$ cat config.mk
export PLATFORM = sky130hd
export DESIGN_NAME = clnc_front
export DESIGN_NICKNAME = d
export VERILOG_FILES = /design/src/rtl/clnc_pkg.sv /design/src/rtl/clnc_front.sv
export SDC_FILE = /design/constraint.sdc
export NUM_CORES = 1
export LEC_CHECK = 0
export ABC_AREA = 1
export BUFFER_PORTS_ARGS = -buffer_cell sky130_fd_sc_hd__buf_2
export CORE_MARGIN = 1.5
export CORE_UTILIZATION = 45
export DETAILED_ROUTE_END_ITERATION = 10
export PLACE_DENSITY = 0.73
export SYNTH_ARGS = -nofsm -noshare
export SYNTH_HDL_FRONTEND = slang
export SYNTH_SLANG_ARGS = --single-unit
$ cat constraint.sdc
create_clock -name clk -period 4 [get_ports clk]
set_input_delay 0.8 -clock clk [delete_from_list [all_inputs] [get_ports clk]]
set_output_delay 0.8 -clock clk [all_outputs]
set_load 0.01 [all_outputs]
$ cat src/rtl/clnc_pkg.sv
`timescale 1ns / 1ps

package clnc_pkg;

  localparam int CAPACITY = 512;
  localparam int ADDR_W   = $clog2(CAPACITY);
  localparam int CNT_W    = 10;
  localparam int STAMP_W  = 32;

  localparam logic CMD_APPEND = 1'b0;
  localparam logic CMD_COUNT  = 1'b1;

  // Item classes decided at the front.
  localparam logic [1:0] KIND_APPEND = 2'd0;
  localparam logic [1:0] KIND_ALL    = 2'd1;
  localparam logic [1:0] KIND_SEARCH = 2'd2;

  typedef struct packed {
    logic               cmd;
    logic [STAMP_W-1:0] stamp;
  } in_t;

  typedef struct packed {
    logic [CNT_W-1:0] newer_count;
    logic [CNT_W-1:0] stored_total;
  } out_t;

  typedef struct packed {
    logic [1:0]         kind;
    logic [STAMP_W-1:0] stamp;
  } q_entry_t;

  typedef struct packed {
    logic               we;
    logic [ADDR_W-1:0]  waddr;
    logic [STAMP_W-1:0] wdata;
    logic [ADDR_W-1:0]  raddr;
  } mem_req_t;

endpackage

$ cat src/rtl/clnc_front.sv
`timescale 1ns / 1ps

module clnc_front (
  input  logic             clk,
  input  logic             rst,
  input  logic             start,
  output logic             busy,
  input  clnc_pkg::in_t    item,
  output logic             q_valid,
  output clnc_pkg::q_entry_t q_head,
  input  logic             q_pop
);
  import clnc_pkg::*;

  q_entry_t   slot [2];
  logic       rd_ptr;
  logic       wr_ptr;
  logic [1:0] count;
  logic       push;
  q_entry_t   entry;

  assign busy    = (count == 2'd2);
  assign push    = start && !busy;
  assign q_valid = (count != 2'd0);
  assign q_head  = slot[rd_ptr];

  // Classify: a count from time zero needs no search.
  always_comb begin
    entry.stamp = item.stamp;
    if (item.cmd == CMD_APPEND) begin
      entry.kind = KIND_APPEND;
    end else if (item.stamp == '0) begin
      entry.kind = KIND_ALL;
    end else begin
      entry.kind = KIND_SEARCH;
    end
  end

  always_ff @(posedge clk) begin
    if (push) begin
      slot[wr_ptr] <= entry;
    end
  end

  always_ff @(posedge clk) begin
    if (rst) begin
      rd_ptr <= 1'b0;
      wr_ptr <= 1'b0;
      count  <= 2'd0;
    end else begin
      if (push) begin
        wr_ptr <= ~wr_ptr;
      end
      if (q_pop) begin
        rd_ptr <= ~rd_ptr;
      end
      case ({push, q_pop})
        2'b10:   count <= count + 2'd1;
        2'b01:   count <= count - 2'd1;
        default: count <= count;
      endcase
    end
  end

endmodule

## Word level (Yosys, flattened, before mapping)

Memories as Yosys holds them, arrays and structs flattened. A register that Yosys moved wholly into a read port is not among the register bits.
Cells that the tools add are included.
W data, S select, Z words.

| storage, ports and cells | value |
|---|---|
| output and inout port bits | 36 |
| memories kept | 1 |
| bits of input ports | 37 |
| register bits | 4 |
| RAM bits | 68 |

Memory list:

| memory | words | bits a word | read ports | clocked after Yosys merged registers in | wr ports | RTL line | text |
|---|---|---|---|---|---|---|---|
| slot | 2 | 34 | 1 | 1 | 1 | clnc_front.sv:15 | `q_entry_t slot [2];` |

| cells by class | value |
|---|---|
| reductions and logical operators | 5 |
| bitwise operators | 2 |
| add/sub/neg operators | 2 |
| eq/ne operators | 3 |
| mux-type cells | 7 |

Operators with widths:

| kind | number |
|---|---|
| $logic_not A32 Y1 | 1 |
| $eq A2 B2 Y1 const B | 2 |
| $mux W1 | 4 |
| $mux W2 | 2 |
| $pmux W2 S2 | 1 |
| $reduce_bool A2 Y1 | 2 |
| $add A2 B1 Y2 const B | 1 |
| $eq A2 B1 Y1 const B | 1 |
| $not A1 Y1 | 2 |
| $sub A2 B1 Y2 const B | 1 |
| $logic_and A1 B1 Y1 | 1 |
| $logic_not A1 Y1 | 1 |

## Logic depth before layout (Yosys ltp)

| logic depth | value |
|---|---|
| depth in word-level cells | 5 |
| gate-level depth with buffers | 8 |
| depth with buffers taken out | 8 |

## Worst setup path after synthesis

No wires, ideal clock.

| timing | value |
|---|---|
| path kind | input-to-reg |
| start | input start |
| end | memory slot[0][0] (netlist bit), enable pin |
| required time | 3575 ps |
| path slack | 1257 ps |
| data arrival time | 2317 ps |
| stages on the path | 2 |
| cell sequence | o21ai_2 > nor2_1 |

| on the way | value |
|---|---|
| cells in the longest elaborated chain, start to end | 3 |

RTL lines:

| item | RTL line | text |
|---|---|---|
| start, declared | clnc_front.sv:6 | `input logic start,` |
| $logic_and A1 B1 Y1 | clnc_front.sv:23 | `assign push = start && !busy;` |
| $mux W1 | clnc_front.sv:40 | `if (push) begin` |
| $mux W1 (implied by the code) | clnc_front.sv:41 | `slot[wr_ptr] <= entry;` |
| end, declared | clnc_front.sv:15 |  |

Every way passes these cells.

==> impl_metrics.ini <==
[route]
drt_wl_total_mm = 4.74
antenna_viol_nets_final = 0
vias = 1613
drt_iter0_drc = 42
drt_first_pass_iters = 4
post-route-drc-count = 0
post_drt_via_cell_ratio = 4.92
wire_per_inst_um = 14.4

[grt]
grt_use_total = 0.143
grt_antenna_before_repair = 0
grt_first_pass_wirelength_mm = 7.36
vias_in_the_first_global_route = 1609
grt.overflow.total = 0
grt_start_max_net_pins = 35

[floorplan]
row_count = 29
initial_cell_density_of_the_core = 0.465
io_pins = 73
die_w_um = 84.0
die_area_mm2 = 0.00706
fp.dieH_um = 84.0
core_region_area_mm2 = 0.00635

[clock_tree]
clk_root_buffer_cell = sky130_fd_sc_hd__clkbuf_8
cts_post_setup_buffers_inserted = 0
cts_buffer_depth = 2
numClockSinks = 73
cts_resized = 0
numCtsBuffers = 9
clk_slew_on_worst_s_h_paths_ns = 0.07
clk-insertion-delay-late_ns = 0.34
cts_hold_repair_buffers = 0
cts-htree-levels = 3
tritoncts = done

[synth]
synth_area_per_cell_um2 = 17.6
yosysTopAreaCellShare = 0.692
synth_largest_area_cell = sky130_fd_sc_hd__edfxtp_1
yosysSeqAreaShare = 0.725
synth_top_cells_by_area = sky130_fd_sc_hd__edfxtp_1 69%, sky130_fd_sc_hd__mux2_4 15%, sky130_fd_sc_hd__nor2_1 3.7%, sky130_fd_sc_hd__dfxtp_1 3.4%, sky130_fd_sc_hd__buf_12 2.0%
cell_count_after_synthesis = 168
yosysUniqueCellTypes = 17
synth.cell_area_mm2 = 0.00295
synthesis.nets = 206
yosys_warnings = 0
synth-seq-cells = 73

[worst_setup_path]
worst_path_max_delay_cell = sky130_fd_sc_hd__dfxtp_2
crit_cells = 2
worst_setup_path_end_kind = output port
worst_r2r_path_depth = 3
critical_path.max_stage_delay_ns = 1.03
crit_family = flip-flops
cp.arrival_ns = 1.95
critical_path_class = flop to output port
worstPathCellList = mux2_2 -> buf_2
cp_max_fo = 34
path_buf_inv = 1
worstPathRequired_ns = 3.20
setup_crit_start_kind = flop

[hold_path]
hold_class = flop to flop
min_path_cells = 2

[pwr]
vdd.ir_drop.worst_mv = 0.247
total_power_mw = 1.76
cellPowerDensity_mw_per_mm2 = 496
cellLeakagePower_nw = 1.41

[finish]
nNetsFinal = 285
drive_gt1_frac = 0.486
layout_common_cells = 72 x sky130_fd_sc_hd__buf_2, 68 x sky130_fd_sc_hd__edfxtp_1, 30 x sky130_fd_sc_hd__mux2_4
n_antenna_cell = 0
layout-area-overhead-vs-synth_pct = 20.4
layout.cells.most_common = sky130_fd_sc_hd__buf_2

[sta]
setup_repair_after_global_routing_missed_its_margin = no
fmax_mhz = 364
slew-limit-headroom = 0.273
totalNegativeSetupSlack_ns = 0
finalSetupViolCount = 0
layout_min_cycle_time_ns = 2.75
hold_viol_final = 0
worstMarginPinSlew_ns = 1.09
slew_viol_final = 0
fin_skew_ns = 0.00620
min_period_over_period = 0.687

[place]
place.detailed.hpwl_mm = 3.17
globalplace.congestion = 0.658
portBuffers = 72

[run]
cap_viol_max_count = 0

[status]
outcome = complete, no violations
-- cell type report --
cell class / count / area, um2
Sequential cell: 73 / 2140
Inverter: 5 / 18.8
Timing Repair Buffer: 72 / 360
Clock buffer: 11 / 131
Clock inverter: 4 / 68.8
Multi-Input combinational cell: 86 / 736
Tap cell: 77 / 96.3
Fill cell: 515 / 2800
-- cell usage after synthesis --
| cell type | number |
|---|---|
| sky130_fd_sc_hd__ha_1 | 1 |
| sky130_fd_sc_hd__nor3_1 | 1 |
| sky130_fd_sc_hd__mux2_2 | 4 |
| sky130_fd_sc_hd__xnor2_1 | 1 |
| sky130_fd_sc_hd__o21ai_0 | 1 |
| sky130_fd_sc_hd__nor2_1 | 29 |
| sky130_fd_sc_hd__buf_6 | 1 |
| sky130_fd_sc_hd__dfxtp_1 | 5 |
| sky130_fd_sc_hd__mux2_4 | 30 |
| sky130_fd_sc_hd__o21bai_1 | 1 |
| sky130_fd_sc_hd__edfxtp_1 | 68 |
| sky130_fd_sc_hd__nand2_1 | 13 |
| sky130_fd_sc_hd__o21ai_1 | 1 |
| sky130_fd_sc_hd__buf_12 | 3 |
| sky130_fd_sc_hd__inv_1 | 5 |
| sky130_fd_sc_hd__a21oi_1 | 3 |
| sky130_fd_sc_hd__o21ai_2 | 1 |
-- tightest hold or removal path, stage by stage, from the launching register on --
cell and delay, ns:
sky130_fd_sc_hd__dfxtp_1 0.33, sky130_fd_sc_hd__nor2_1 0.10, sky130_fd_sc_hd__nor2_1 0.05
-- path summary, 6_finish.rpt --
kind,startpoint,endpoint,slack (ns)
worst min-delay path,count[1],count[1],0.51
worst min register to register,count[1],count[1],0.51
worst max register to register,count[1],slot[1][9],2.22
worst max-delay path,flop,q_head[33],1.25
-- sequential cells by signal, summed over array words and instances, names as in the netlist, named ones only --
| signal | flops |
|---|---|
| slot | 68 |
| count | 2 |
| rd_ptr | 1 |
| wr_ptr | 1 |
-- per-stage QoR --
stage           util  hold WS (ns)  worst slack (ns)  cell area, um2  instances
3_5_place_dp   0.528         0.504              1.58            3350        313
6_report       0.560         0.512              1.25            3550        328
3_3_place_gp   0.528         0.489              1.56            3350        313
4_1_cts        0.560         0.514              1.20            3550        328
5_1_grt        0.560         0.561              1.15            3550        328
2_1_floorplan      -         0.465              1.26            2950        168
-- power by group --
part,switching (mW),internal (mW),total [mW]
clock,0.251,0.345,0.596
sequential,0.0340,0.904,0.938
combinational,0.109,0.121,0.229
-- cells by family after synthesis --
family	Yosys count	share of synthesized area
multiplexers	34	0.168
adder cells (fa/ha/maj)	1	0.00424
AND/OR/NAND/NOR	43	0.0551
AO/OA/AOI/OAI	7	0.0140
flip-flops	73	0.725
XOR/XNOR	1	0.00297
buffers and inverters	9	0.0305
-- layer usage --
layer  GRT usage  vias to the layer above  part of all wire
li1            -                      771                 -
met4      0.0894                        0             0.022
met3      0.0504                       10             0.062
met1       0.149                      776              0.41
met5           0                        -                 0
met2       0.243                       56              0.51
Power figures use the tool's default switching activity.
