===== src/rtl/clnc_pkg.sv =====
`timescale 1ns / 1ps

package clnc_pkg;

  localparam int CAPACITY = 512;
  localparam int ADDR_W   = $clog2(CAPACITY);
  localparam int CNT_W    = 10;
  localparam int STAMP_W  = 32;

  localparam logic CMD_APPEND = 1'b0;
  localparam logic CMD_COUNT  = 1'b1;

  // Item classes decided at the front.
  localparam logic [1:0] KIND_APPEND = 2'd0;
  localparam logic [1:0] KIND_ALL    = 2'd1;
  localparam logic [1:0] KIND_SEARCH = 2'd2;

  typedef struct packed {
    logic               cmd;
    logic [STAMP_W-1:0] stamp;
  } in_t;

  typedef struct packed {
    logic [CNT_W-1:0] newer_count;
    logic [CNT_W-1:0] stored_total;
  } out_t;

  typedef struct packed {
    logic [1:0]         kind;
    logic [STAMP_W-1:0] stamp;
  } q_entry_t;

  typedef struct packed {
    logic               we;
    logic [ADDR_W-1:0]  waddr;
    logic [STAMP_W-1:0] wdata;
    logic [ADDR_W-1:0]  raddr;
  } mem_req_t;

endpackage


===== src/rtl/clnc_back.sv =====
`timescale 1ns / 1ps

module clnc_back (
  input  logic                         clk,
  input  logic                         rst,
  input  logic                         q_valid,
  input  clnc_pkg::q_entry_t           q_head,
  output logic                         q_pop,
  output clnc_pkg::mem_req_t           mem,
  input  logic [clnc_pkg::STAMP_W-1:0] mem_rdata,
  output logic                         done,
  output clnc_pkg::out_t               result
);
  import clnc_pkg::*;

  localparam int SW = CNT_W + 1;

  localparam logic [2:0] S_IDLE  = 3'd0;
  localparam logic [2:0] S_OLD   = 3'd1;
  localparam logic [2:0] S_NEW   = 3'd2;
  localparam logic [2:0] S_ISSUE = 3'd3;
  localparam logic [2:0] S_CMP   = 3'd4;

  function automatic logic [ADDR_W-1:0] phys(input logic [ADDR_W-1:0] base,
                                             input logic [ADDR_W-1:0] off);
    logic [ADDR_W:0] sum;
    sum = {1'b0, base} + {1'b0, off};
    if (sum >= (ADDR_W+1)'(CAPACITY)) begin
      sum = sum - (ADDR_W+1)'(CAPACITY);
    end
    return sum[ADDR_W-1:0];
  endfunction

  logic [2:0]           state;
  logic [CNT_W-1:0]     fill;
  logic [ADDR_W-1:0]    wrap;
  logic [STAMP_W-1:0]   since;
  logic signed [SW-1:0] low;
  logic signed [SW-1:0] high;
  logic [ADDR_W-1:0]    mid_q;
  logic [ADDR_W-1:0]    first;
  logic                 found;

  logic                 full;
  logic [ADDR_W-1:0]    oldest;
  logic [CNT_W-1:0]     fill_m1;
  logic [ADDR_W-1:0]    newest;
  logic signed [SW-1:0] diff;
  logic signed [SW-1:0] mid_full;
  logic [ADDR_W-1:0]    mid;
  logic signed [SW-1:0] mid_ext;
  logic                 hit;
  logic signed [SW-1:0] low_next;
  logic signed [SW-1:0] high_next;
  logic [ADDR_W-1:0]    first_next;
  logic                 found_next;
  logic [CNT_W-1:0]     search_count;

  assign full     = (fill == CNT_W'(CAPACITY));
  assign oldest   = full ? wrap : '0;
  assign fill_m1  = fill - CNT_W'(1);
  assign newest   = phys(oldest, fill_m1[ADDR_W-1:0]);
  assign diff     = high - low;
  assign mid_full = low + (diff >>> 1);
  assign mid      = mid_full[ADDR_W-1:0];
  assign mid_ext  = SW'({{(SW-ADDR_W){1'b0}}, mid_q});

  // Narrow the window on the probe just read.
  assign hit        = (mem_rdata > since);
  assign low_next   = hit ? low : (mid_ext + SW'(1));
  assign high_next  = hit ? (mid_ext - SW'(1)) : high;
  assign first_next = hit ? mid_q : first;
  assign found_next = found || hit;
  assign search_count = found_next ?
                        (fill - {{(CNT_W-ADDR_W){1'b0}}, first_next}) : '0;

  assign q_pop = (state == S_IDLE) && q_valid;

  // Issue each probe at the fresh midpoint; its data meets mid_q in S_CMP.
  always_comb begin
    mem.we    = q_pop && (q_head.kind == KIND_APPEND);
    mem.waddr = full ? wrap : fill[ADDR_W-1:0];
    mem.wdata = q_head.stamp;
    unique case (state)
      S_IDLE:  mem.raddr = oldest;
      S_OLD:   mem.raddr = newest;
      S_ISSUE: mem.raddr = phys(oldest, mid);
      default: mem.raddr = phys(oldest, mid_q);
    endcase
  end

  always_ff @(posedge clk) begin
    if (rst) begin
      state <= S_IDLE;
      fill  <= '0;
      wrap  <= '0;
      done  <= 1'b0;
    end else begin
      done <= 1'b0;
      unique case (state)
        S_IDLE: begin
          if (q_valid) begin
            since <= q_head.stamp;
            unique case (q_head.kind)
              KIND_APPEND: begin
                done <= 1'b1;
                result.newer_count <= '0;
                if (!full) begin
                  fill <= fill + CNT_W'(1);
                  wrap <= '0;
                  result.stored_total <= fill + CNT_W'(1);
                end else begin
                  wrap <= (wrap == ADDR_W'(CAPACITY - 1)) ? '0 : wrap + ADDR_W'(1);
                  result.stored_total <= fill;
                end
              end
              KIND_ALL: begin
                done <= 1'b1;
                result.newer_count  <= fill;
                result.stored_total <= fill;
              end
              default: begin
                if (fill == '0) begin
                  done <= 1'b1;
                  result.newer_count  <= '0;
                  result.stored_total <= fill;
                end else begin
                  state <= S_OLD;
                end
              end
            endcase
          end
        end
        S_OLD: begin
          if (since < mem_rdata) begin
            done <= 1'b1;
            result.newer_count  <= fill;
            result.stored_total <= fill;
            state <= S_IDLE;
          end else begin
            state <= S_NEW;
          end
        end
        S_NEW: begin
          if (since >= mem_rdata) begin
            done <= 1'b1;
            result.newer_count  <= '0;
            result.stored_total <= fill;
            state <= S_IDLE;
          end else begin
            low   <= '0;
            high  <= SW'({1'b0, fill_m1});
            found <= 1'b0;
            state <= S_ISSUE;
          end
        end
        S_ISSUE: begin
          mid_q <= mid;
          state <= S_CMP;
        end
        S_CMP: begin
          low   <= low_next;
          high  <= high_next;
          first <= first_next;
          found <= found_next;
          if (low_next <= high_next) begin
            state <= S_ISSUE;
          end else begin
            done <= 1'b1;
            result.newer_count  <= search_count;
            result.stored_total <= fill;
            state <= S_IDLE;
          end
        end
        default: state <= S_IDLE;
      endcase
    end
  end

endmodule


===== config.mk =====
export PLATFORM = sky130hd
export DESIGN_NAME = clnc_back
export DESIGN_NICKNAME = d
export VERILOG_FILES = /design/src/rtl/clnc_pkg.sv /design/src/rtl/clnc_back.sv
export SDC_FILE = /design/constraint.sdc
export NUM_CORES = 1
export LEC_CHECK = 0
export ABC_AREA = 1
export BUFFER_PORTS_ARGS = -buffer_cell sky130_fd_sc_hd__buf_2
export CELL_PAD_IN_SITES_DETAIL_PLACEMENT = 1
export CELL_PAD_IN_SITES_GLOBAL_PLACEMENT = 1
export CORE_MARGIN = 10
export CORE_UTILIZATION = 46
export DETAILED_ROUTE_END_ITERATION = 8
export PLACE_DENSITY_LB_ADDON = 0.1
export SETUP_SLACK_MARGIN = 0.5
export SLEW_MARGIN = 15
export SYNTH_ARGS = -nofsm -noshare
export SYNTH_HDL_FRONTEND = slang
export SYNTH_SLANG_ARGS = --single-unit

===== constraint.sdc =====
create_clock -name clk -period 12.45 [get_ports clk]
set_input_delay 2.49 -clock clk [delete_from_list [all_inputs] [get_ports clk]]
set_output_delay 2.49 -clock clk [all_outputs]
set_load 0.05 [all_outputs]

=== Word-level counts from Yosys, hierarchy flattened ===
Cells that the tools add are included.

* Flip-flop bits (word level): 116
* Input bits: 69
* Output and inout bits: 73
* Logic and storage cells: 105

* Add/sub/neg operators: 14
* Order comparisons: 7
* Equality and inequality tests: 15
* Multiplexer cells: 40
* Bitwise gates (word level): 1
* Reductions and logical operators: 16

{| class="wikitable"
|+ Operator list
! operator !! count
|-
| two-way mux 20 bit || 5
|-
| case mux 20 bit (4 select lines) || 1
|-
| two-way mux 9 bit || 8
|-
| two-way mux 11 bit || 4
|-
| case mux 11 bit (2 select lines) || 2
|-
| case mux 20 bit (2 select lines) || 1
|-
| greater-or-equal comparator 32 bit || 1
|-
| > comparator 32 bit || 1
|-
| less-than comparator 32 bit || 1
|-
| adder 9 x 9 -> 10 bit || 3
|-
| greater-or-equal comparator 10 bit (second input constant) || 3
|-
| case mux 9 bit (3 select lines) || 1
|-
| subtractor 9 x 1 -> 9 bit (second input constant) || 3
|-
| two-way mux 10 bit || 2
|-
| case mux 3 bit (5 select lines) || 1
|-
| != test 2 bit (second input constant) || 7
|-
| AND reduction 3 bit || 4
|-
| <= comparator 11 bit || 1
|-
| adder 10 x 1 -> 10 bit (second input constant) || 1
|-
| adder 9 x 1 -> 10 bit (second input constant) || 1
|-
| == test 10 bit (second input constant) || 1
|-
| logical NOT 10 bit || 1
|-
| subtractor 10 x 1 -> 10 bit (second input constant) || 1
|-
| subtractor 10 bit || 1
|-
| other kinds (25) || 38
|}

=== Longest topological paths before layout ===
Gate-level depths: netlist of run 1.

* Word-level depth: 6
* Gate-level depth with buffers: 32
* Mapped depth without buffers: 31

=== Worst setup path after synthesis of run 1 ===
Ideal clock, no wire load.

* Kind: reg-to-output
* From: register low[0]
* To: output mem[7] (netlist name)
* Data arrival time: 4.426 ns
* Data required time: 9.960 ns
* Setup slack: 5.534 ns
* Stages on the path, launching flop included: 23
* Path buffers: 0
* Cells stage by stage: edfxtp_1 nand2_1 inv_1 fa_1 xnor2_1 inv_1 fa_1 xnor2_1 a22oi_1 o21ai_0 ha_1 a21oi_1 inv_1 a31oi_1 nor2_1 nor2_1 o21ai_0 inv_1 nor2_1 o21ai_0 nand2_1 xor2_1 o21ai_0

{| class="wikitable"
|+ RTL lines
! element !! line !! source
|-
| from (decl) || clnc_back.sv:38 || <nowiki>logic signed [SW-1:0] low;</nowiki>
|-
| from (signal assigned) || clnc_back.sv:162 || <nowiki>low <= low_next;</nowiki>
|-
| to (decl) || clnc_back.sv:9 || <nowiki>output clnc_pkg::mem_req_t mem,</nowiki>
|}

==> results.md, run 1 <==
* WS Path Type: reg2out
* First-pass GRT wire length at 40800 um
* Overflow left after global routing at 0
* Setup bufs post-CTS at 0
* DIE HEIGHT at 155 um
* Commonest non-fill, non-tap cell in the layout: nand2_1
* CP Max Fanout at 4
* Share of total power in combinational logic at 25.2%
* Post-synth EDFFs at 93
* Share of layout cells above drive strength 1 at 19.9%
* Routed Antenna Nets at 0
* Seq pwr share at 35.0%
* Final nets at 1278
* Width of the die at 155 um
* Post-CTS Resized at 0
* # H-tree levels at 4
* Largest net degree at the start of global routing at 38
* Critical Path AT at 5.01 ns
* Status: complete, no violations
* P per Cell Area at 135 mW/mm^2
* Final Setup Violations at 0
* Die area at 0.0239 mm^2
* Leakage at 4.62 nW
* Initial antenna violation count at 1
* CTS Buf Count at 17
* Worst-path clk slew at 0.06 ns
* CP Capture Type: primary output
* Sequential share of the synthesized area at 39.0%
* Fmax at 0.133 GHz
* Max VDD drop at 98.7 uV
* WHS at 0.492 ns
* Clk_lat worst skew at 0.43 ns
* Seq cells post-synth at 116
* Critical Path RT at 9.96 ns
* Final Wtd Congestion at 0.907
* Total negative slack at 0 ns
* Period utilisation layout at 60.2%
* Avg Inst Size Synth at 8.26 um^2
* Pint at 0.000863 W
* Distinct cells, synth at 51
* Layout Skew at 0.0111 ns
* CTS root buf: clkbuf_16
* Multi-input gate area at 0.00414 mm^2
* Most frequent cells in the layout: nand2_1 (169), inv_1 (166), buf_2 (141), edfxtp_1 (93), nor2_1 (91)
* Area of the mapped netlist at 0.00834 mm^2
* Syn Inst Count at 1010
* Max_slew headroom at 30.2%
* Synth Flop Type: edfxtp_1
* CP startpoint kind: flop
* Post-DP HPWL at 19900 um
* Max Slew Vio Count at 0
* Iter 0 DRT Violations at 357
* # Max-Cap Violations at 0
* Layout fillers at 2220
* Register area at 0.00325 mm^2
* Core Rows at 49
* Hold Crit Class: reg2reg
* All-Layer GR Usage at 21.4%
* Final wirelength at 25600 um
* Tmin final at 7.50 ns
* Cts hold-fix bufs at 0
* Drt pass-1 iters at 5
* Largest stage delay, worst path at 0.46 ns
* Synth-to-layout area growth at 16.2%
* DR vias/cell at 5.30
* CTS tree: done
* Least-Margin Pin Slew at 1.05 ns
* DR DRC count at 0
* Vias at 7250
* Crit path max-delay cell type: edfxtp_1
* Clock sink total at 116
* Net Sw Power at 0.000448 W
* Core area at 0.0179 mm^2
* Fraction of registers with async set or reset after synthesis at 0%
* YS warnings at 0
* Post-DR wirelength/cell at 18.8 um
* Hold Fails Final Rpt at 0
* IO Port Bufs at 141
* Net Sw Frac at 34.2%
* I/O pin count at 142
* Clock tree buffer depth at 2
* Synth Net Count at 1164
* Vias in the first global route at 7722
* Clk pwr share at 39.8%
* RSZ-0062 raised after global routing: no
* Initial Util at 46.6%
-- cells by family (layout without fill, tap and decap cells) --
group | count (synthesis) | after routing | synth area share (%)
simple gates | 358 | 358 | 19.0
buf+inv | 224 | 351 | 11.7
compound gates | 179 | 179 | 12.0
flops | 116 | 116 | 39.0
fa+ha+maj | 85 | 85 | 13.1
xor+xnor | 48 | 48 | 5.13
other cells | 0 | 1 | 0
-- synth_stat cells, types with 2 or more instances --
| cell type | number | share of area [%] |
|---|---|---|
| fa_1 | 4 | 0.96 |
| clkbuf_1 | 11 | 0.49 |
| clkinv_1 | 2 | 0.090 |
| a31oi_1 | 9 | 0.67 |
| a211oi_1 | 4 | 0.36 |
| o221ai_1 | 3 | 0.31 |
| ha_1 | 81 | 12 |
| nor4_1 | 2 | 0.15 |
| nor2_4 | 2 | 0.27 |
| nand4_1 | 8 | 0.60 |
| nor2_1 | 92 | 4.1 |
| a21oi_1 | 53 | 3.2 |
| buf_4 | 33 | 3.0 |
| o22ai_1 | 8 | 0.60 |
| dfxtp_1 | 23 | 5.5 |
| o21ai_1 | 5 | 0.30 |
| inv_2 | 6 | 0.27 |
| edfxtp_1 | 93 | 33 |
| nand3_1 | 29 | 1.7 |
| o21ai_0 | 77 | 4.6 |
| o21bai_1 | 3 | 0.27 |
| nand2_2 | 12 | 0.90 |
| nor3_2 | 4 | 0.48 |
| inv_1 | 166 | 7.5 |
| xnor2_1 | 8 | 0.84 |
| or2_2 | 9 | 0.67 |
| a21o_1 | 4 | 0.36 |
| nand2_1 | 169 | 7.6 |
| o31ai_1 | 4 | 0.36 |
| buf_2 | 5 | 0.30 |
| nand3_2 | 3 | 0.36 |
| nor2_2 | 3 | 0.22 |
| nor3_1 | 19 | 1.1 |
| xor2_1 | 39 | 4.1 |
-- metrics by stage --
step | util [%] | power (W) | worst slack [ns] | std cells | cell area [um^2]
after global routing | 54.2 | 0.00137 | 4.53 | 1367 | 9700
after global placement | 50.6 | 0.000784 | 5.26 | 1334 | 9060
after floorplan | - | 0.000703 | 5.53 | 1010 | 8340
after CTS | 54.2 | 0.00132 | 4.92 | 1366 | 9700
final | 54.2 | 0.00131 | 4.95 | 1367 | 9700
after detailed placement | 50.6 | 0.000792 | 5.12 | 1334 | 9060
-- sequential cells by signal, summed over array words and instances, names as in the netlist, 3 cells and up --
signal	flops
fill	10
high	11
low	11
result	20
state	3
first	9
since	32
wrap	9
mid_q	9
-- cell type report --
type / count / share of cell area, %
Inverter: 175 / 6.82
Timing Repair Buffer: 144 / 7.51
Clock inverter: 12 / 1.46
Antenna cell: 1 / 0.0258
Tap cell: 229 / 2.95
Multi-Input combinational cell: 670 / 42.6
Sequential cell: 116 / 33.5
Clock buffer: 20 / 5.04
-- power groups by stage --
| stage | sequential, W | combinational, W | clock (W) |
|---|---|---|---|
| 2_1_floorplan | 0.000490 | 0.000214 | 0 |
| 6_report | 0.000458 | 0.000330 | 0.000523 |
| 3_3_place_gp | 0.000465 | 0.000318 | 0 |
| 5_1_grt | 0.000460 | 0.000364 | 0.000546 |
| 4_1_cts | 0.000458 | 0.000331 | 0.000528 |
| 3_5_place_dp | 0.000466 | 0.000326 | 0 |
-- routing by layer --
layer / global-route usage (%) / wire [um] / part of all wire (%) / up-vias
li1: - / - / - / 3543
met1: 25.1 / 11200 / 44 / 3517
met2: 37.7 / 12900 / 51 / 151
met3: 4.08 / 857 / 3.3 / 39
met4: 7.78 / 642 / 2.5 / 0
met5: 0 / 0 / 0 / -
-- worst max-delay path, delay by kind of cell (launching register included) --
family / cells / cell delay, ns
flip-flops: 1 / 0.46
adder cells (fa/ha/maj): 3 / 0.92
XOR/XNOR: 1 / 0.16
buffers and inverters: 8 / 0.74
AND/OR/NAND/NOR: 15 / 1.61
AO/OA/AOI/OAI: 4 / 0.69
-- final timing paths --
check | startpoint | endpoint | slack, ns | cells past startpoint
setup / recovery | low[1] | mem[8] | 4.95 | 31
hold reg to reg | wrap[0] | wrap[0] | 0.49 | 2
hold / removal | wrap[0] | wrap[0] | 0.49 | 2
setup reg to reg | since[5] | result[11] | 7.22 | 26
Power figures use the tool's default switching activity.
==> run 2: changes to the inputs <==
- ABC_AREA: 1 -> 0
- CORE_UTILIZATION: 46 -> 44
- clock period: 12.45 -> 6.98 ns (I/O delays scaled with it)
==> run 2 against run 1 <==
Cell count down 9.1%. First-iteration DRC count down 5.0%. Sequential share of layout area up 0.23 points. Critical endpoint unchanged. Clock skew up 0.0044 ns. Die area up 3.2%. Wire length down 7.7%. Synthesized cell count down 12%. Largest cell class unchanged. Clock-buffer cell count down 3.
==> results.md, run 2 <==
* Register area at 0.00325 mm^2
* P per Cell Area at 193 mW/mm^2
* Drt pass-1 iters at 5
* Layout Skew at 0.0154 ns
* CP startpoint kind: flop
* Gr busiest metal: met2
* Largest net degree at the start of global routing at 33
* Final wirelength at 23600 um
* M1 GR Usage at 23.0%
* Most frequent cells after synthesis: edfxtp_1 (93), ha_1 (81), inv_1 (81), nand2_1 (77), a21oi_1 (63)
* Most frequent cells in the layout: buf_2 (140), edfxtp_1 (93), inv_1 (81), ha_1 (81), nand2_1 (77)
* Compound-Gate Fraction of Synth Area at 13.0%
* Share of layout cells above drive strength 1 at 22.2%
* Post-DR wirelength/cell at 19.0 um
* Grt met3 use at 5.13%
* Core Rows at 50
* # Max-Cap Violations at 0
* Synth Flop Type: edfxtp_1
* DR vias/cell at 5.43
* Seq cells post-synth at 116
* Post-Synth Adder-Cell Area at 13.2%
* Multiplexer share of the synthesized area at 2.74%
* Post-DP HPWL at 18400 um
* Width of the die at 157 um
* Status: complete, no violations
* Hold Fails Final Rpt at 0
* Ant diodes at 0
* Overflow left after global routing at 0
* CTS tree: done
* Layout fillers at 2177
* I/O pin count at 142
* Placed cell count at 1206
* Main combinational cell family by area after synthesis: simple AND/OR/NAND/NOR gates
* Die area at 0.0247 mm^2
* Post-Synth XOR/XNOR Area at 7.09%
* YS warnings at 0
* Max VDD drop at 160 uV
* Slack of the critical path at 0.812 ns
* Clock sink total at 116
* All-Layer GR Usage at 19.4%
* Critical Path AT at 4.77 ns
* # H-tree levels at 4
* Worst-path clk slew at 0.06 ns
* CTS Buf Count at 17
* Count leader, synth: edfxtp_1
* Final Setup Violations at 0
* Commonest non-fill, non-tap cell in the layout: buf_2
* Crit path max-delay cell type: fa_1
* Vias in the first global route at 7178
* Initial antenna violation count at 1
* Period utilisation layout at 88.4%
* DIE HEIGHT at 157 um
* Cts hold-fix bufs at 0
* Total negative slack at 0 ns
* Ranking of synthesized cells by area: edfxtp_1 (34%), ha_1 (12%), dfxtp_1 (5.6%)
* Max Slew Vio Count at 0
* Pre-CTS WS at 0.801 ns
* RSZ-0062 raised after global routing: no
* IO Port Bufs at 141
* Sequential share of the synthesized area at 39.3%
* Distinct cells, synth at 60
* Leakage at 4.32 nW
* Fmax at 0.162 GHz
* Met2 Use GR at 34.5%
* Avg Inst Size Synth at 9.32 um^2
* Hold Crit Class: reg2reg
* Routed Antenna Nets at 0
* WS Path Type: reg2out
* First-pass GRT wire length at 37700 um
* Core area at 0.0186 mm^2
* CP Max Fanout at 4
* Dominant cell type by area after synthesis: edfxtp_1
* Max FFs per register at 32
* Final nets at 1149
* Syn Inst Count at 888
* Top cell type's share of synthesized area at 33.7%
* Top reg by flops: since
* CP Capture Type: primary output
* Synth-to-layout area growth at 16.4%
* Clock tree buffer depth at 2
* Fraction of registers with async set or reset after synthesis at 0%
* Iter 0 DRT Violations at 339
* Final Wtd Congestion at 0.836
* Least-Margin Pin Slew at 0.979 ns
* Critical Path RT at 5.58 ns
* DR DRC count at 0
* Vias at 6748
* Area of the mapped netlist at 0.00828 mm^2
* Top flop regs: since: 32 flops, result: 20 flops
* Synth Area in Simple Gates at 15.9%
* CTS root buf: clkbuf_16
* Max_slew headroom at 34.6%
* Crit path cell chain: fa_1, nor2b_1, o21ai_0, a21oi_1, nor2_1, ha_1, inv_1, o21bai_1, a21oi_1, xnor2_1, mux2i_1, o21ai_1, ha_1, a21oi_2, nor2_1, a211oi_2, and3_1, o21ai_0, nand3_1, buf_6
* Post-synth EDFFs at 93
* Largest stage delay, worst path at 0.49 ns
* Initial Util at 44.5%
* Non-filler cells, final at 1242
* Multi-input gate area at 0.00437 mm^2
* Tmin final at 6.17 ns
* Clk_lat worst skew at 0.43 ns
* Synth Net Count at 1042
[run 2: changes by cell type after synthesis, moves of 10 or more]
cell	delta
nand2_1	-92
inv_1	-85
xnor2_1	+37
nor2_1	-30
o21ai_0	-30
and2_1	+17
mux2i_1	+17
xor2_1	-17
nand2_2	-12
nor2b_1	+12
a21oi_1	+10
clkbuf_1	+10
[run 2: layout make-up]
type                            count  area share [%]
Sequential cell                   116            33.8
Inverter                           84            3.27
Multi-Input combinational cell    619            45.4
Tap cell                          234            3.04
Clock inverter                     15            1.47
Clock buffer                       17            4.42
Timing Repair Buffer              157            8.64
[run 2: timing repair]
action / in CTS / in global routing
setup endpoints to repair: 1 / 3
gates resized for setup: 2 / 13
pin swaps: 0 / 6
buffers inserted: 0 / 4
[run 2: metrics by stage]
| step | hold slack (ns) | instance area (um^2) | utilization, % | power (W) |
|---|---|---|---|---|
| 2_1_floorplan | 0.472 | 8280 | - | 0.000974 |
| 3_3_place_gp | 0.495 | 8970 | 48.3 | 0.00103 |
| 3_5_place_dp | 0.503 | 8970 | 48.3 | 0.00104 |
| 4_1_cts | 0.516 | 9550 | 51.4 | 0.00187 |
| 5_1_grt | 0.555 | 9630 | 51.8 | 0.00193 |
| 6_report | 0.513 | 9630 | 51.8 | 0.00186 |
[run 2: path summary, 6_finish.rpt]
kind,from,to,slack (ns),cells after the start
worst min-delay path,wrap[1],wrap[1],0.51,2
worst min register to register,wrap[1],wrap[1],0.51,2
worst max-delay path,low[1],mem[8],0.81,20
worst max register to register,since[7],result[4],2.09,18
[run 2: power by group]
group	total [W]	internal, W	switching, W	leakage, nW
registers	0.000768	0.000761	0.00000672	1.03
logic	0.000257	0.0000828	0.000174	3.02
clock network	0.000830	0.000469	0.000361	0.266
total	0.00186	0.00131	0.000542	4.32
[run 2: cell families (layout without fill, tap and decap cells)]
| family | count (synthesis) | count (layout) |
|---|---|---|
| AND/OR/NAND/NOR | 268 | 268 |
| AO/OA/AOI/OAI | 177 | 177 |
| multiplexers | 22 | 22 |
| adder cells (fa/ha/maj) | 85 | 85 |
| buffers and inverters | 153 | 273 |
| XOR/XNOR | 67 | 67 |
| flip-flops | 116 | 116 |
[run 2: layer usage]
layer | routed length (um) | part of all wire, %
met3 | 1100 | 4.6
met4 | 277 | 1.2
met2 | 11900 | 50
met5 | 0 | 0
met1 | 10300 | 44
[run 2: worst max-delay path: cells and delay by family (launching register included)]
kind | cells | cell delay (ns)
simple gates | 5 | 0.65
xor+xnor | 1 | 0.35
fa+ha+maj | 3 | 1.14
buf+inv | 2 | 0.23
mux | 1 | 0.17
compound gates | 8 | 1.36
flops | 1 | 0.47
==> run 3: changes to the inputs <==
- CORE_MARGIN: 10 -> 4
- CORE_UTILIZATION: 44 -> 40
- GPL_TIMING_DRIVEN: not set -> 0
- clock period: 6.98 -> 5.1 ns (I/O delays scaled with it)
==> run 3 against run 2 <==
The run now ends with negative setup slack left. Combinational power increased by 75%. Critical path depth increased by 1. Cell count increased by 11%. Cell area increased by 16%.
==> results.md, run 3 (synthesis gave the netlist of run 2 again) <==
* Met2 Use GR at 38.6%
* Tmin final at 5.63 ns
* Violated checks: negative setup slack
* Hold Fails Final Rpt at 0
* All-Layer GR Usage at 21.8%
* DR vias/cell at 5.25
* DIE HEIGHT at 152 um
* Period utilisation layout at 110%
* Gr busiest metal: met2
* Grt met3 use at 3.87%
* Post-Layout Inst Area at 0.0112 mm^2
* First-pass GRT wire length at 40700 um
* Synth-to-layout area growth at 35.2%
* Share of layout cells above drive strength 1 at 36.3%
* Least-Margin Pin Slew at 0.908 ns
* Initial antenna violation count at 0
* P per Cell Area at 243 mW/mm^2
* CTS tree: done
* Cts hold-fix bufs at 0
* M1 GR Usage at 26.9%
* Final wirelength at 26400 um
* Hold Crit Class: reg2reg
* Critical Path RT at 4.08 ns
* Max VDD drop at 224 uV
* Width of the die at 152 um
* Total negative slack at -1.11 ns
* Commonest non-fill, non-tap cell in the layout: buf_2
* Routed Antenna Nets at 0
* Layout Skew at 0.00920 ns
* CP Max Fanout at 4
* CP Capture Type: primary output
* Leakage at 4.88 nW
* CTS Buf Count at 17
* Vias at 7221
* Initial Util at 40.8%
* Final Wtd Congestion at 0.781
* Final Setup Violations at 4
* RSZ-0062 raised after global routing: yes
* Most frequent cells in the layout: buf_2 (139), edfxtp_1 (93), nand2_1 (73), inv_1 (68), buf_4 (67)
* Clock sink total at 116
* Clock tree buffer depth at 2
* Overflow left after global routing at 0
* Final nets at 1247
* Fmax at 0.178 GHz
* Core area at 0.0203 mm^2
* IO Port Bufs at 140
* # Max-Cap Violations at 0
* Clk_lat worst skew at 0.42 ns
* Max Slew Vio Count at 0
* Tot Pwr at 0.00272 W
* Vias in the first global route at 7683
* Top reg by flops: since
* Post-DP HPWL at 18800 um
* # H-tree levels at 4
* I/O pin count at 142
* Ant diodes at 0
* Max FFs per register at 32
* Worst-path clk slew at 0.06 ns
* Max_slew headroom at 39.5%
* WS Path Type: reg2out
* Top flop regs: since: 32 flops, result: 20 flops
* Die area at 0.0231 mm^2
* Largest net degree at the start of global routing at 29
* Iter 0 DRT Violations at 324
* Slack of the critical path at -0.528 ns
* Status: finished with violations
* Core Rows at 52
* Critical Path AT at 4.61 ns
* CP startpoint kind: flop
* Post-DP Area at 0.00949 mm^2
* Finished Core Util at 55.1%
* Post-DR wirelength/cell at 19.2 um
* Drt pass-1 iters at 5
* DR DRC count at 0
* CTS root buf: clkbuf_16
## run 3: changes by cell type in the layout (fill, tap and decap cells not counted), sizes merged
cell      previous run  this run
clkinvlp             4         2
o21a                 4         7
inv                 91        84
buf                157       230
clkbuf              17        42
clkinv               4         7
bufinv               0         3
## run 3: final timing paths
kind | startpoint | end | slack [ns] | cells past startpoint
setup reg to reg | since[14] | result[9] | 0.91 | 19
hold / removal | fill[9] | fill[9] | 0.52 | 2
hold reg to reg | fill[9] | fill[9] | 0.52 | 2
setup / recovery | low[1] | mem[8] | -0.53 | 21
## run 3: critical path, cell delays in order, from the launching register on
cell and delay (ns):
edfxtp_1 0.49, fa_2 0.44, buf_4 0.15, xnor2_2 0.16
ha_1 0.26, a21o_1 0.21, a21oi_4 0.16, o21bai_1 0.10
a21oi_2 0.22, o21bai_1 0.10, a21oi_2 0.16, xnor2_2 0.17
a21oi_2 0.11, o21ai_2 0.23, ha_4 0.26, nand2_2 0.06
nor2_1 0.04, a211oi_2 0.31, and3_1 0.23, o21ai_2 0.09
nand3_4 0.09, buf_8 0.15
## run 3: report_power, final
part | internal [W] | switching (W) | leakage, nW | total [W]
Clock | 0.000770 | 0.000455 | 0.289 | 0.00122
Combinational | 0.000172 | 0.000277 | 3.56 | 0.000449
Sequential | 0.00104 | 0.00000801 | 1.03 | 0.00105
## run 3: final cells by class
cell class,count,area [um^2]
Buffer,69,448
Inverter,84,319
Tap cell,270,338
Fill cell,2346,9110
Clock buffer,20,437
Sequential cell,116,3250
Clock inverter,12,156
Timing Repair Buffer,183,1120
Multi-Input combinational cell,622,5110
## run 3: through the flow
stage               setup WS (ns)  instances  hold slack [ns]
finish                     -0.528       1376            0.518
global route               -0.710       1376            0.549
CTS                        -0.501       1355            0.516
detailed placement         -0.590       1300            0.510
global placement           -0.516       1298            0.493
floorplan                   0.338        888            0.472
## run 3: metal layers
layer  up-vias  wire length [um]
met5         -                 0
met4         0               715
met3        39               939
met2       153             13600
met1      3540             11200
li1       3489                 -
## run 3: what timing repair did
| action | 4_1_cts | 5_1_grt |
|---|---|---|
| buffers inserted | 20 | 21 |
| pin swaps | 38 | 56 |
| cloned | 3 | 0 |
| setup endpoints to repair | 34 | 35 |
| gates resized for setup | 73 | 90 |
